==> config.mk <==
export PLATFORM = sky130hd
export DESIGN_NAME = text_encoding_detector
export DESIGN_NICKNAME = d
export VERILOG_FILES = /design/src/hw/rtl/ted_pkg.sv /design/src/hw/rtl/text_encoding_detector.sv
export SDC_FILE = /design/constraint.sdc
export NUM_CORES = 1
export LEC_CHECK = 0
export BUFFER_PORTS_ARGS = -buffer_cell sky130_fd_sc_hd__buf_2
export CAP_MARGIN = 0
export CORE_MARGIN = 2
export CORE_UTILIZATION = 50
export DETAILED_ROUTE_END_ITERATION = 6
export GPL_ROUTABILITY_DRIVEN = 0
export MAX_ROUTING_LAYER = met4
export PLACE_DENSITY_LB_ADDON = 0.2
export SLEW_MARGIN = 10
export SYNTH_ARGS = -nofsm -noshare
export SYNTH_HDL_FRONTEND = slang
export SYNTH_SLANG_ARGS = --single-unit
==> constraint.sdc <==
create_clock -name i_clk -period 4.18 [get_ports i_clk]
set_input_delay 1.045 -clock i_clk [delete_from_list [all_inputs] [get_ports i_clk]]
set_output_delay 1.045 -clock i_clk [all_outputs]
set_load 0.01 [all_outputs]
==> src/hw/rtl/ted_pkg.sv <==
// Shared types and constants for the text encoding detector.
package ted_pkg;

    // Number of leading bytes of a sample that are examined.
    localparam int MAX_BYTES = 4096;
    // Width of a counter that can reach MAX_BYTES itself.
    localparam int CNT_W = $clog2(MAX_BYTES + 1);

    localparam int BYTE_W = 8;
    localparam int ENC_W  = 3;
    localparam int TDATA_W = 8;
    // Number of leading bytes kept for the byte order mark check.
    localparam int HEAD_N = 3;

    // Byte order marks.
    localparam logic [BYTE_W-1:0] BOM8_B0 = 8'hEF;
    localparam logic [BYTE_W-1:0] BOM8_B1 = 8'hBB;
    localparam logic [BYTE_W-1:0] BOM8_B2 = 8'hBF;
    localparam logic [BYTE_W-1:0] BOM16_FF = 8'hFF;
    localparam logic [BYTE_W-1:0] BOM16_FE = 8'hFE;

    // UTF-8 lead and continuation patterns.
    localparam logic [BYTE_W-1:0] UTF8_CONT_MASK  = 8'hC0;
    localparam logic [BYTE_W-1:0] UTF8_CONT_VAL   = 8'h80;
    localparam logic [BYTE_W-1:0] UTF8_LEAD2_MASK = 8'hE0;
    localparam logic [BYTE_W-1:0] UTF8_LEAD2_VAL  = 8'hC0;
    localparam logic [BYTE_W-1:0] UTF8_LEAD3_MASK = 8'hF0;
    localparam logic [BYTE_W-1:0] UTF8_LEAD3_VAL  = 8'hE0;
    localparam logic [BYTE_W-1:0] UTF8_LEAD4_MASK = 8'hF8;
    localparam logic [BYTE_W-1:0] UTF8_LEAD4_VAL  = 8'hF0;

    // GB2312 lead and trail ranges.
    localparam logic [BYTE_W-1:0] GB_LEAD_MIN  = 8'hA1;
    localparam logic [BYTE_W-1:0] GB_LEAD_MAX  = 8'hF7;
    localparam logic [BYTE_W-1:0] GB_TRAIL_MIN = 8'hA1;
    localparam logic [BYTE_W-1:0] GB_TRAIL_MAX = 8'hFE;

    // Zero skew needs more than this many zero bytes in complete pairs.
    localparam int ZERO_MIN = 4;

    typedef enum logic [ENC_W-1:0] {
        CODE_UTF8_BOM = 3'd0,
        CODE_UTF16_LE = 3'd1,
        CODE_UTF16_BE = 3'd2,
        CODE_UTF8     = 3'd3,
        CODE_GB2312   = 3'd4,
        CODE_LATIN1   = 3'd5,
        CODE_BINARY   = 3'd6
    } t_encoding;

    // Everything the final decision needs, captured at the end of a sample.
    typedef struct packed {
        logic             bom_utf8;
        logic             bom_le;
        logic             bom_be;
        logic [CNT_W-1:0] zero_even;
        logic [CNT_W-1:0] zero_odd;
        logic             utf8_good;
        logic [CNT_W-1:0] gb_pairs;
        logic [CNT_W-1:0] gb_bad;
        logic [CNT_W-1:0] high;
        logic [CNT_W-1:0] len;
    } t_ted_summary;

endpackage

==> src/hw/rtl/text_encoding_detector.sv <==
// Text encoding detector: byte stream in, one encoding code per sample out.
//
//  channel   | dir | tdata                        | tlast / tuser
//  ----------+-----+------------------------------+------------------------------
//  s_axis    | in  | [7:0] data_byte              | tlast = last_byte
//  m_axis    | out | [2:0] encoding, [7:3] zero   | none
//
// One byte request is taken every cycle unless the input is stalled as described
// below. A byte goes into an input register, from there it updates the detector
// counters, and on the last byte of a sample a summary register captures the
// final counts; the priority decision on that summary is then written to the
// output register. Reset (synchronous, active low) clears all detector state;
// the state also returns to its reset values after every sample. Backpressure
// on m_axis only stalls the input when a sample end has to be moved into a full
// summary stage; ordinary bytes keep flowing.
module text_encoding_detector (
    input  logic                           i_clk,
    input  logic                           i_rst_n,
    input  logic                           i_s_axis_tvalid,
    output logic                           o_s_axis_tready,
    input  logic [ted_pkg::TDATA_W-1:0]    i_s_axis_tdata,   // [7:0] data_byte
    input  logic                           i_s_axis_tlast,   // last_byte
    output logic                           o_m_axis_tvalid,
    input  logic                           i_m_axis_tready,
    output logic [ted_pkg::TDATA_W-1:0]    o_m_axis_tdata    // [2:0] encoding, [7:3] zero
);

    localparam int CNT_W  = ted_pkg::CNT_W;
    localparam int BYTE_W = ted_pkg::BYTE_W;

    // Input register.
    logic              r_in_valid;
    logic [BYTE_W-1:0] r_in_byte;
    logic              r_in_last;

    // Detector state.
    logic [CNT_W-1:0]                     r_byte_count, n_byte_count;
    logic [ted_pkg::HEAD_N-1:0][BYTE_W-1:0] r_head, n_head;
    logic                                 r_even_zero_pending, n_even_zero_pending;
    logic [CNT_W-1:0]                     r_zero_even, n_zero_even;
    logic [CNT_W-1:0]                     r_zero_odd, n_zero_odd;
    logic                                 r_utf8_ok, n_utf8_ok;
    logic [1:0]                           r_utf8_pending, n_utf8_pending;
    logic [BYTE_W-1:0]                    r_gb_lead, n_gb_lead;
    logic                                 r_gb_lead_valid, n_gb_lead_valid;
    logic [CNT_W-1:0]                     r_gb_pairs, n_gb_pairs;
    logic [CNT_W-1:0]                     r_gb_bad, n_gb_bad;
    logic [CNT_W-1:0]                     r_high, n_high;

    // Summary stage and output register.
    logic                  r_sum_valid;
    ted_pkg::t_ted_summary r_sum, n_sum;
    logic                  r_out_valid;
    ted_pkg::t_encoding    r_out_enc, n_out_enc;

    // Pipeline control. Only the end of a sample needs room further down.
    logic out_load_ok, sum_free, sum_adv, in_adv;

    assign out_load_ok     = !r_out_valid || i_m_axis_tready;
    assign sum_free        = !r_sum_valid || out_load_ok;
    assign sum_adv         = r_sum_valid && out_load_ok;
    assign in_adv          = r_in_valid && (!r_in_last || sum_free);
    assign o_s_axis_tready = !r_in_valid || in_adv;

    assign o_m_axis_tvalid = r_out_valid;
    assign o_m_axis_tdata  = {(ted_pkg::TDATA_W - ted_pkg::ENC_W)'(0), r_out_enc};

    // Per-byte update of all detectors.
    logic              take;
    logic [BYTE_W-1:0] c;
    logic              gb_pair_ok;

    always_comb begin
        c    = r_in_byte;
        take = (r_byte_count < CNT_W'(ted_pkg::MAX_BYTES));
        gb_pair_ok = (r_gb_lead >= ted_pkg::GB_LEAD_MIN) && (r_gb_lead <= ted_pkg::GB_LEAD_MAX)
                  && (c >= ted_pkg::GB_TRAIL_MIN) && (c <= ted_pkg::GB_TRAIL_MAX);

        n_byte_count        = r_byte_count;
        n_head              = r_head;
        n_even_zero_pending = r_even_zero_pending;
        n_zero_even         = r_zero_even;
        n_zero_odd          = r_zero_odd;
        n_utf8_ok           = r_utf8_ok;
        n_utf8_pending      = r_utf8_pending;
        n_gb_lead           = r_gb_lead;
        n_gb_lead_valid     = r_gb_lead_valid;
        n_gb_pairs          = r_gb_pairs;
        n_gb_bad            = r_gb_bad;
        n_high              = r_high;

        if (take) begin
            n_byte_count = r_byte_count + CNT_W'(1);

            for (int k = 0; k < ted_pkg::HEAD_N; k++) begin
                if (r_byte_count == CNT_W'(k)) begin
                    n_head[k] = c;
                end
            end

            // Zero bytes are counted per complete pair only.
            if (!r_byte_count[0]) begin
                n_even_zero_pending = (c == '0);
            end else begin
                if (r_even_zero_pending) begin
                    n_zero_even = r_zero_even + CNT_W'(1);
                end
                if (c == '0) begin
                    n_zero_odd = r_zero_odd + CNT_W'(1);
                end
                n_even_zero_pending = 1'b0;
            end

            if (r_utf8_pending != 2'd0) begin
                if ((c & ted_pkg::UTF8_CONT_MASK) != ted_pkg::UTF8_CONT_VAL) begin
                    n_utf8_ok = 1'b0;
                end
                n_utf8_pending = r_utf8_pending - 2'd1;
            end else if (c[BYTE_W-1]) begin
                if ((c & ted_pkg::UTF8_LEAD2_MASK) == ted_pkg::UTF8_LEAD2_VAL) begin
                    n_utf8_pending = 2'd1;
                end else if ((c & ted_pkg::UTF8_LEAD3_MASK) == ted_pkg::UTF8_LEAD3_VAL) begin
                    n_utf8_pending = 2'd2;
                end else if ((c & ted_pkg::UTF8_LEAD4_MASK) == ted_pkg::UTF8_LEAD4_VAL) begin
                    n_utf8_pending = 2'd3;
                end else begin
                    n_utf8_ok = 1'b0;
                end
            end

            // A high byte opens a pair unless it completes a valid one.
            if (r_gb_lead_valid && gb_pair_ok) begin
                n_gb_lead_valid = 1'b0;
                n_gb_pairs      = r_gb_pairs + CNT_W'(1);
            end else begin
                if (r_gb_lead_valid) begin
                    n_gb_bad = r_gb_bad + CNT_W'(1);
                end
                n_gb_lead_valid = c[BYTE_W-1];
                if (c[BYTE_W-1]) begin
                    n_gb_lead = c;
                end
            end

            if (c[BYTE_W-1]) begin
                n_high = r_high + CNT_W'(1);
            end
        end

        n_sum.bom_utf8  = (n_head[0] == ted_pkg::BOM8_B0) && (n_head[1] == ted_pkg::BOM8_B1)
                       && (n_head[2] == ted_pkg::BOM8_B2);
        n_sum.bom_le    = (n_head[0] == ted_pkg::BOM16_FF) && (n_head[1] == ted_pkg::BOM16_FE);
        n_sum.bom_be    = (n_head[0] == ted_pkg::BOM16_FE) && (n_head[1] == ted_pkg::BOM16_FF);
        n_sum.zero_even = n_zero_even;
        n_sum.zero_odd  = n_zero_odd;
        n_sum.utf8_good = n_utf8_ok && (n_utf8_pending == 2'd0);
        n_sum.gb_pairs  = n_gb_pairs;
        // An unpaired lead at the end counts as one bad byte.
        n_sum.gb_bad    = n_gb_bad + CNT_W'(n_gb_lead_valid);
        n_sum.high      = n_high;
        n_sum.len       = n_byte_count;
    end

    // Priority decision on the captured summary. The GB2312 ratio test
    // pairs/(pairs+bad) > 0.6 is done exactly as 2*pairs > 3*bad, and the
    // Latin-1 test high > len/10 as 10*high > len.
    logic [CNT_W:0]   zero_sum;
    logic [CNT_W+1:0] ze3, zo3, ze_x, zo_x;
    logic [CNT_W+1:0] gb_pairs2, gb_bad3;
    logic [CNT_W+3:0] high10;
    logic             zero_skew;

    always_comb begin
        zero_sum  = {1'b0, r_sum.zero_even} + {1'b0, r_sum.zero_odd};
        ze_x      = (CNT_W+2)'(r_sum.zero_even);
        zo_x      = (CNT_W+2)'(r_sum.zero_odd);
        ze3       = (ze_x << 1) + ze_x;
        zo3       = (zo_x << 1) + zo_x;
        gb_pairs2 = (CNT_W+2)'(r_sum.gb_pairs) << 1;
        gb_bad3   = ((CNT_W+2)'(r_sum.gb_bad) << 1) + (CNT_W+2)'(r_sum.gb_bad);
        high10    = ((CNT_W+4)'(r_sum.high) << 3) + ((CNT_W+4)'(r_sum.high) << 1);
        zero_skew = (zero_sum > (CNT_W+1)'(ted_pkg::ZERO_MIN)) && ((ze_x > zo3) || (zo_x > ze3));

        if (r_sum.bom_utf8) begin
            n_out_enc = ted_pkg::CODE_UTF8_BOM;
        end else if (r_sum.bom_le) begin
            n_out_enc = ted_pkg::CODE_UTF16_LE;
        end else if (r_sum.bom_be) begin
            n_out_enc = ted_pkg::CODE_UTF16_BE;
        end else if (zero_skew) begin
            n_out_enc = (r_sum.zero_even > r_sum.zero_odd) ? ted_pkg::CODE_UTF16_BE
                                                           : ted_pkg::CODE_UTF16_LE;
        end else if (r_sum.utf8_good) begin
            n_out_enc = ted_pkg::CODE_UTF8;
        end else if ((r_sum.gb_pairs != '0) && (gb_pairs2 > gb_bad3)) begin
            n_out_enc = ted_pkg::CODE_GB2312;
        end else if (high10 > (CNT_W+4)'(r_sum.len)) begin
            n_out_enc = ted_pkg::CODE_LATIN1;
        end else begin
            n_out_enc = ted_pkg::CODE_BINARY;
        end
    end

    always_ff @(posedge i_clk) begin
        if (!i_rst_n) begin
            r_in_valid          <= 1'b0;
            r_sum_valid         <= 1'b0;
            r_out_valid         <= 1'b0;
            r_byte_count        <= '0;
            r_head              <= '0;
            r_even_zero_pending <= 1'b0;
            r_zero_even         <= '0;
            r_zero_odd          <= '0;
            r_utf8_ok           <= 1'b1;
            r_utf8_pending      <= 2'd0;
            r_gb_lead           <= '0;
            r_gb_lead_valid     <= 1'b0;
            r_gb_pairs          <= '0;
            r_gb_bad            <= '0;
            r_high              <= '0;
        end else begin
            if (o_s_axis_tready) begin
                r_in_valid <= i_s_axis_tvalid;
                if (i_s_axis_tvalid) begin
                    r_in_byte <= i_s_axis_tdata[BYTE_W-1:0];
                    r_in_last <= i_s_axis_tlast;
                end
            end

            if (in_adv) begin
                if (r_in_last) begin
                    // Sample complete: capture the summary, start over.
                    r_sum               <= n_sum;
                    r_byte_count        <= '0;
                    r_head              <= '0;
                    r_even_zero_pending <= 1'b0;
                    r_zero_even         <= '0;
                    r_zero_odd          <= '0;
                    r_utf8_ok           <= 1'b1;
                    r_utf8_pending      <= 2'd0;
                    r_gb_lead           <= '0;
                    r_gb_lead_valid     <= 1'b0;
                    r_gb_pairs          <= '0;
                    r_gb_bad            <= '0;
                    r_high              <= '0;
                end else begin
                    r_byte_count        <= n_byte_count;
                    r_head              <= n_head;
                    r_even_zero_pending <= n_even_zero_pending;
                    r_zero_even         <= n_zero_even;
                    r_zero_odd          <= n_zero_odd;
                    r_utf8_ok           <= n_utf8_ok;
                    r_utf8_pending      <= n_utf8_pending;
                    r_gb_lead           <= n_gb_lead;
                    r_gb_lead_valid     <= n_gb_lead_valid;
                    r_gb_pairs          <= n_gb_pairs;
                    r_gb_bad            <= n_gb_bad;
                    r_high              <= n_high;
                end
            end

            if (in_adv && r_in_last) begin
                r_sum_valid <= 1'b1;
            end else if (sum_adv) begin
                r_sum_valid <= 1'b0;
            end

            if (out_load_ok) begin
                r_out_valid <= r_sum_valid;
                if (r_sum_valid) begin
                    r_out_enc <= n_out_enc;
                end
            end
        end
    end

endmodule
=== After elaboration in Yosys (flattened, before gate mapping) ===
Index checks and enable logic that the tools add are counted.

* Latch bits: 0
* Memory bits (read-only): 0
* Output and inout bits: 10
* Memories: 0
* Logic and storage cells: 167
* Bits in registers: 212
* Memory bits (writable): 0
* Input port bits: 13

* Divide/modulo/power cells: 0
* $mul: 0
* Magnitude comparators: 11
* Shift operators: 0
* Equal/unequal tests: 14
* $add $sub $neg: 13
* Bitwise operators: 0
* Reductions and logical operators: 38
* Muxes and demuxes: 59

{| class="wikitable"
|+ Operator list
! kind !! count
|-
| $mux W13 || 20
|-
| $add A13 B1 Y13 const B || 6
|-
| $eq A8 B8 Y1 const B || 7
|-
| $mux W8 || 7
|-
| $mux W24 || 2
|-
| $add A14 B13 Y15 || 3
|-
| $gt A13 B15 Y1 || 2
|-
| $mux W2 || 11
|-
| $add A16 B14 Y17 || 1
|-
| $gt A17 B13 Y1 || 1
|-
| $mux W1 || 17
|-
| $ge A8 B8 Y1 const B || 2
|-
| $le A8 B8 Y1 const B || 2
|-
| $gt A14 B15 Y1 || 1
|-
| $add A13 B13 Y14 || 1
|-
| $gt A14 B3 Y1 const B || 1
|-
| $logic_and A1 B1 Y1 || 14
|-
| $add A13 B1 Y13 || 1
|-
| $eq A13 B1 Y1 const B || 1
|-
| $eq A13 B2 Y1 const B || 1
|-
| $gt A13 B13 Y1 || 1
|-
| $logic_not A13 Y1 || 1
|-
| $lt A13 B13 Y1 const B || 1
|-
| $reduce_bool A13 Y1 || 1
|-
| 16 further kinds || 30
|}

=== Longest topological paths before layout ===
* Word-level depth: 9
* Depth in mapped cells: 19
* Depth with buffers taken out: 19

=== Least setup slack after synthesis ===
OpenSTA, ideal clock, no wires.

* Path kind: register to register
* From: reg r_sum[67] (netlist name)
* To: reg r_out_enc[0], data pin
* Data arrival time: 4.076 ns
* Buffers on the path: 0
* Path slack: -0.152 ns
* Data required time: 3.924 ns
* Stages on the path, launching flop included: 19
* Cell sequence: edfxtp_1 -> ha_1 -> a21o_1 -> a21o_1 -> a2111oi_2 -> o31ai_1 -> o21ai_0 -> nand2b_1 -> a21oi_1 -> xnor2_1 -> ha_1 -> nand4_1 -> a211oi_1 -> a41oi_1 -> a211o_1 -> or4b_1 -> a21oi_1 -> a21oi_1 -> o211a_1

* Word-level cells in the longest chain between the ends: 7
* Elaborated cells on any way between the ends: 12
* Classes of those cells: 2 x add/sub; 4 x order compare; 4 x mux; 2 x reduce/logical

{| class="wikitable"
|+ RTL lines
! item !! RTL line !! RTL
|-
| from (decl) || text_encoding_detector.sv:52 || <nowiki>ted_pkg::t_ted_summary r_sum, n_sum;</nowiki>
|-
| from (signal assigned) || text_encoding_detector.sv:233 || <nowiki>r_sum <= n_sum;</nowiki>
|-
| $add A14 B13 Y15 || text_encoding_detector.sv:177 || <nowiki>ze3 = (ze_x << 1) + ze_x;</nowiki>
|-
| $gt A13 B15 Y1 || text_encoding_detector.sv:182 || <nowiki>zero_skew = (zero_sum > (CNT_W+1)'(ted_pkg::ZERO_MIN)) && ((ze_x > zo3) || (zo_x > ze3));</nowiki>
|-
| $logic_or A1 B1 Y1 || text_encoding_detector.sv:182 ||
|-
| $logic_and A1 B1 Y1 || text_encoding_detector.sv:182 ||
|-
| $mux W3 (*) || text_encoding_detector.sv:190 || <nowiki>end else if (zero_skew) begin</nowiki>
|-
| $mux W2 (*) || text_encoding_detector.sv:188 || <nowiki>end else if (r_sum.bom_be) begin</nowiki>
|-
| $mux W1 (*) || text_encoding_detector.sv:186 || <nowiki>end else if (r_sum.bom_le) begin</nowiki>
|-
| to (signal assigned) || text_encoding_detector.sv:271 || <nowiki>r_out_enc <= n_out_enc;</nowiki>
|-
| to (decl) || text_encoding_detector.sv:54 || <nowiki>ted_pkg::t_encoding r_out_enc, n_out_enc;</nowiki>
|}

Every way passes the cells marked *; elsewhere a longest branch is shown, timed or not.
A chain may end at the register's enable or synchronous reset.

=== Worst setup path after layout ===
* From: reg r_sum[68] (netlist name)
* To: reg r_out_enc[0], data pin

The elaborated chain is that of the path after synthesis.

==> flow_summary.json <==
{
  "final_common_cell": "ha_1",
  "drt_iter0_drc": 553,
  "area_growth_pct": 12.5,
  "violations": "setup timing",
  "num_io_pins": 23,
  "synth_top_area_cell": "edfxtp_1",
  "hold_viol_final": 0,
  "grt_pass1_vias": 10900,
  "min_to": "r_utf8_ok",
  "max_cap_viol_count": 0,
  "min_path_type": "register to register",
  "layout_common_cells": "138 x ha_1, 118 x dfxtp_1, 116 x nor2b_1, 94 x edfxtp_1",
  "power_density_mw_per_mm2": 272,
  "clk_latency_ps": 500,
  "holdCritStartpoint": "r_utf8_ok",
  "post-place-ws_ps": -455,
  "cts_buffer_depth": 3,
  "clk_pin_slew_ps": 70,
  "cp.arrival_ps": 4700,
  "synth_top_cell_area_share_pct": 20.0,
  "hold_slack_ps": 459,
  "vias": 11100,
  "regToRegStartpoint": "r_sum[68]",
  "ys.flop_type": "dfxtp_1",
  "cts_buffers": 22,
  "synth_seq_area_share_pct": 36.8,
  "synth.cell_area_mm2": 0.0141,
  "cts_tree": "done",
  "postSynthAreaPerCell_um2": 9.24,
  "antennaDiodeCount": 0,
  "grt.overflow.total": 0,
  "final.setup.worst_slack_ps": -281,
  "rows": 61,
  "whs_path_depth": 2,
  "h-tree-depth": 1,
  "io_buffer_count": 17,
  "fillCellCount": 2560,
  "core_area_mm2": 0.0278,
  "synth_edf_count": 94,
  "tns_ps": -707,
  "grt_max_degree": 54,
  "max_freq_ghz": 0.224,
  "synth_seq_cells": 212,
  "drv_slew": 0,
  "viasPerCell": 5.63,
  "remaining_drc_errors": 0,
  "route.antenna.remaining_nets": 0,
  "routed_wl_mm": 31.9,
  "startpoint_type": "register",
  "utilization_pct": 57.0,
  "dp_hpwl_mm": 23.6,
  "worst-path-max-fanout": 4,
  "grt_usage_pct": 22.7,
  "end_kind": "register",
  "yosysUniqueCellTypes": 75,
  "synth_warnings": 0,
  "skew_ps": 14.3,
  "die_w_um": 172,
  "drive_gt1_share_pct": 10.7,
  "finalCritPeriodShare_pct": 107,
  "dr.pass1.iters": 5,
  "grt_setup_unrepaired": "true",
  "grt_pass1_wl_mm": 53.4,
  "p_leak_nw": 6.41,
  "setup_viol_count_final": 3,
  "reg2reg_to": "r_out_enc[0]",
  "critPathRequiredTime_ps": 4420,
  "ir_drop_uv": 340,
  "cts.sinks": 212,
  "dieArea_mm2": 0.0295,
  "fin_nets": 1737,
  "period_needed_ps": 4460,
  "reg2reg_depth": 18,
  "tightest_slew_ps": 1030,
  "status": "finished with violations",
  "slew_headroom_pct": 31.3,
  "cts-root-buf": "clkbuf_16",
  "routedWlPerCell_um": 16.2,
  "async_flop_share_pct": 0,
  "syn_inst": 1523,
  "start_util_pct": 50.7,
  "yosys-top-cells-area": "edfxtp_1 20%, dfxtp_1 17%, ha_1 12%",
  "die_h_um": 172,
  "path_class": "register to register",
  "r2r_setup_slack_ps": -280,
  "antenna_found_initial": 0
}
worst max-delay path: stages, from the launching register on:
cell and delay [ps]:
edfxtp_1 410, buf_6 150, buf_6 110, inv_2 50, fa_2 190, nor2b_1 50
o31a_1 250, o41a_1 380, a311oi_1 350, xor2_1 110, ha_1 320, nand4_1 160
a211oi_2 240, a41oi_2 60, a211o_1 300, or4b_4 530, a21oi_4 220, a21oi_2 100
o211a_1 210
sequential cells by signal, summed over array words and instances (netlist names), 2 cells and up:
register	count
r_gb_bad	13
r_gb_lead	8
r_utf8_pending	2
r_high	13
r_sum	69
r_zero_odd	13
r_byte_count	13
gb_pairs2	13
r_zero_even	13
r_gb_pairs	13
r_head	24
r_out_enc	3
c	8
per-layer routing:
| layer | vias to the layer above | wire (µm) | GRT usage (%) |
|---|---|---|---|
| li1 | 5657 | - | - |
| met1 | 5245 | 14800 | 29.0 |
| met2 | 172 | 15700 | 40.0 |
| met4 | 0 | 454 | 3.98 |
| met3 | 33 | 935 | 1.70 |
| met5 | - | 0 | - |
cells in the mapped netlist (12+ instances only):
library cell    n
a21boi_0       18
a21o_1         23
a21oi_1        62
a22oi_1        79
and2_1         22
and3_1         26
clkbuf_1       51
dfxtp_1       118
edfxtp_1       94
ha_1          140
inv_1          68
nand2_1        92
nand3_1        45
nand4_1        27
nor2_1         93
nor2b_1       116
nor3_1         23
nor4_1         12
o21a_1         17
o21ai_0        85
or3_1          15
xnor2_1        66
xor2_1         57
worst max path at each step:
stage / startpoint / end / slack [ps] / depth (start not counted)
floorplan: r_sum[67] / r_out_enc[0] / -80 / 18
global placement: r_sum[67] / r_out_enc[0] / -280 / 18
detailed placement: r_sum[67] / r_out_enc[0] / -460 / 18
CTS: r_sum[27] / r_out_enc[0] / -250 / 18
global route: r_sum[67] / r_out_enc[0] / -480 / 18
finish: r_sum[68] / r_out_enc[0] / -280 / 18
cells by family after synthesis:
| group | share of synthesized area [%] |
|---|---|
| compound gates | 17.9 |
| fa+ha+maj | 13.2 |
| xor+xnor | 7.65 |
| flops | 36.8 |
| mux | 0.613 |
| buf+inv | 3.79 |
| simple gates | 20.1 |
| other cells | 0.0266 |
where the power goes:
part	internal [mW]	leakage [nW]	switching, mW
combinational	0.0926	4.15	0.152
sequential	2.18	1.93	0.0258
clock	1.09	0.329	0.768
total	3.36	6.41	0.946
area by class of cell:
cell class | count | area [µm²] | area share, %
well taps | 378 | 473 | 2.99
multi-input cells | 1180 | 8550 | 54.0
flip-flops and latches | 212 | 5180 | 32.7
inverters | 68 | 255 | 1.61
clock inverters | 7 | 55.1 | 0.348
repair buffers | 95 | 698 | 4.41
clock buffers | 33 | 623 | 3.93
timing repair:
action | CTS | global route
pin swaps | 8 | 11
gates resized for setup | 27 | 11
setup buffers | 4 | 6
hold buffers | 0 | 0
endpoints found under the setup margin | 3 | 3
stage by stage:
step / cell area (µm²) / power, mW / std cells
2_1_floorplan: 14100 / 2.41 / 1527
3_3_place_gp: 14900 / 2.48 / 1924
3_5_place_dp: 14900 / 2.48 / 1924
4_1_cts: 15800 / 4.35 / 1968
5_1_grt: 15800 / 4.45 / 1973
6_report: 15800 / 4.30 / 1973
Note: power is estimated with default switching activity, not from simulation.
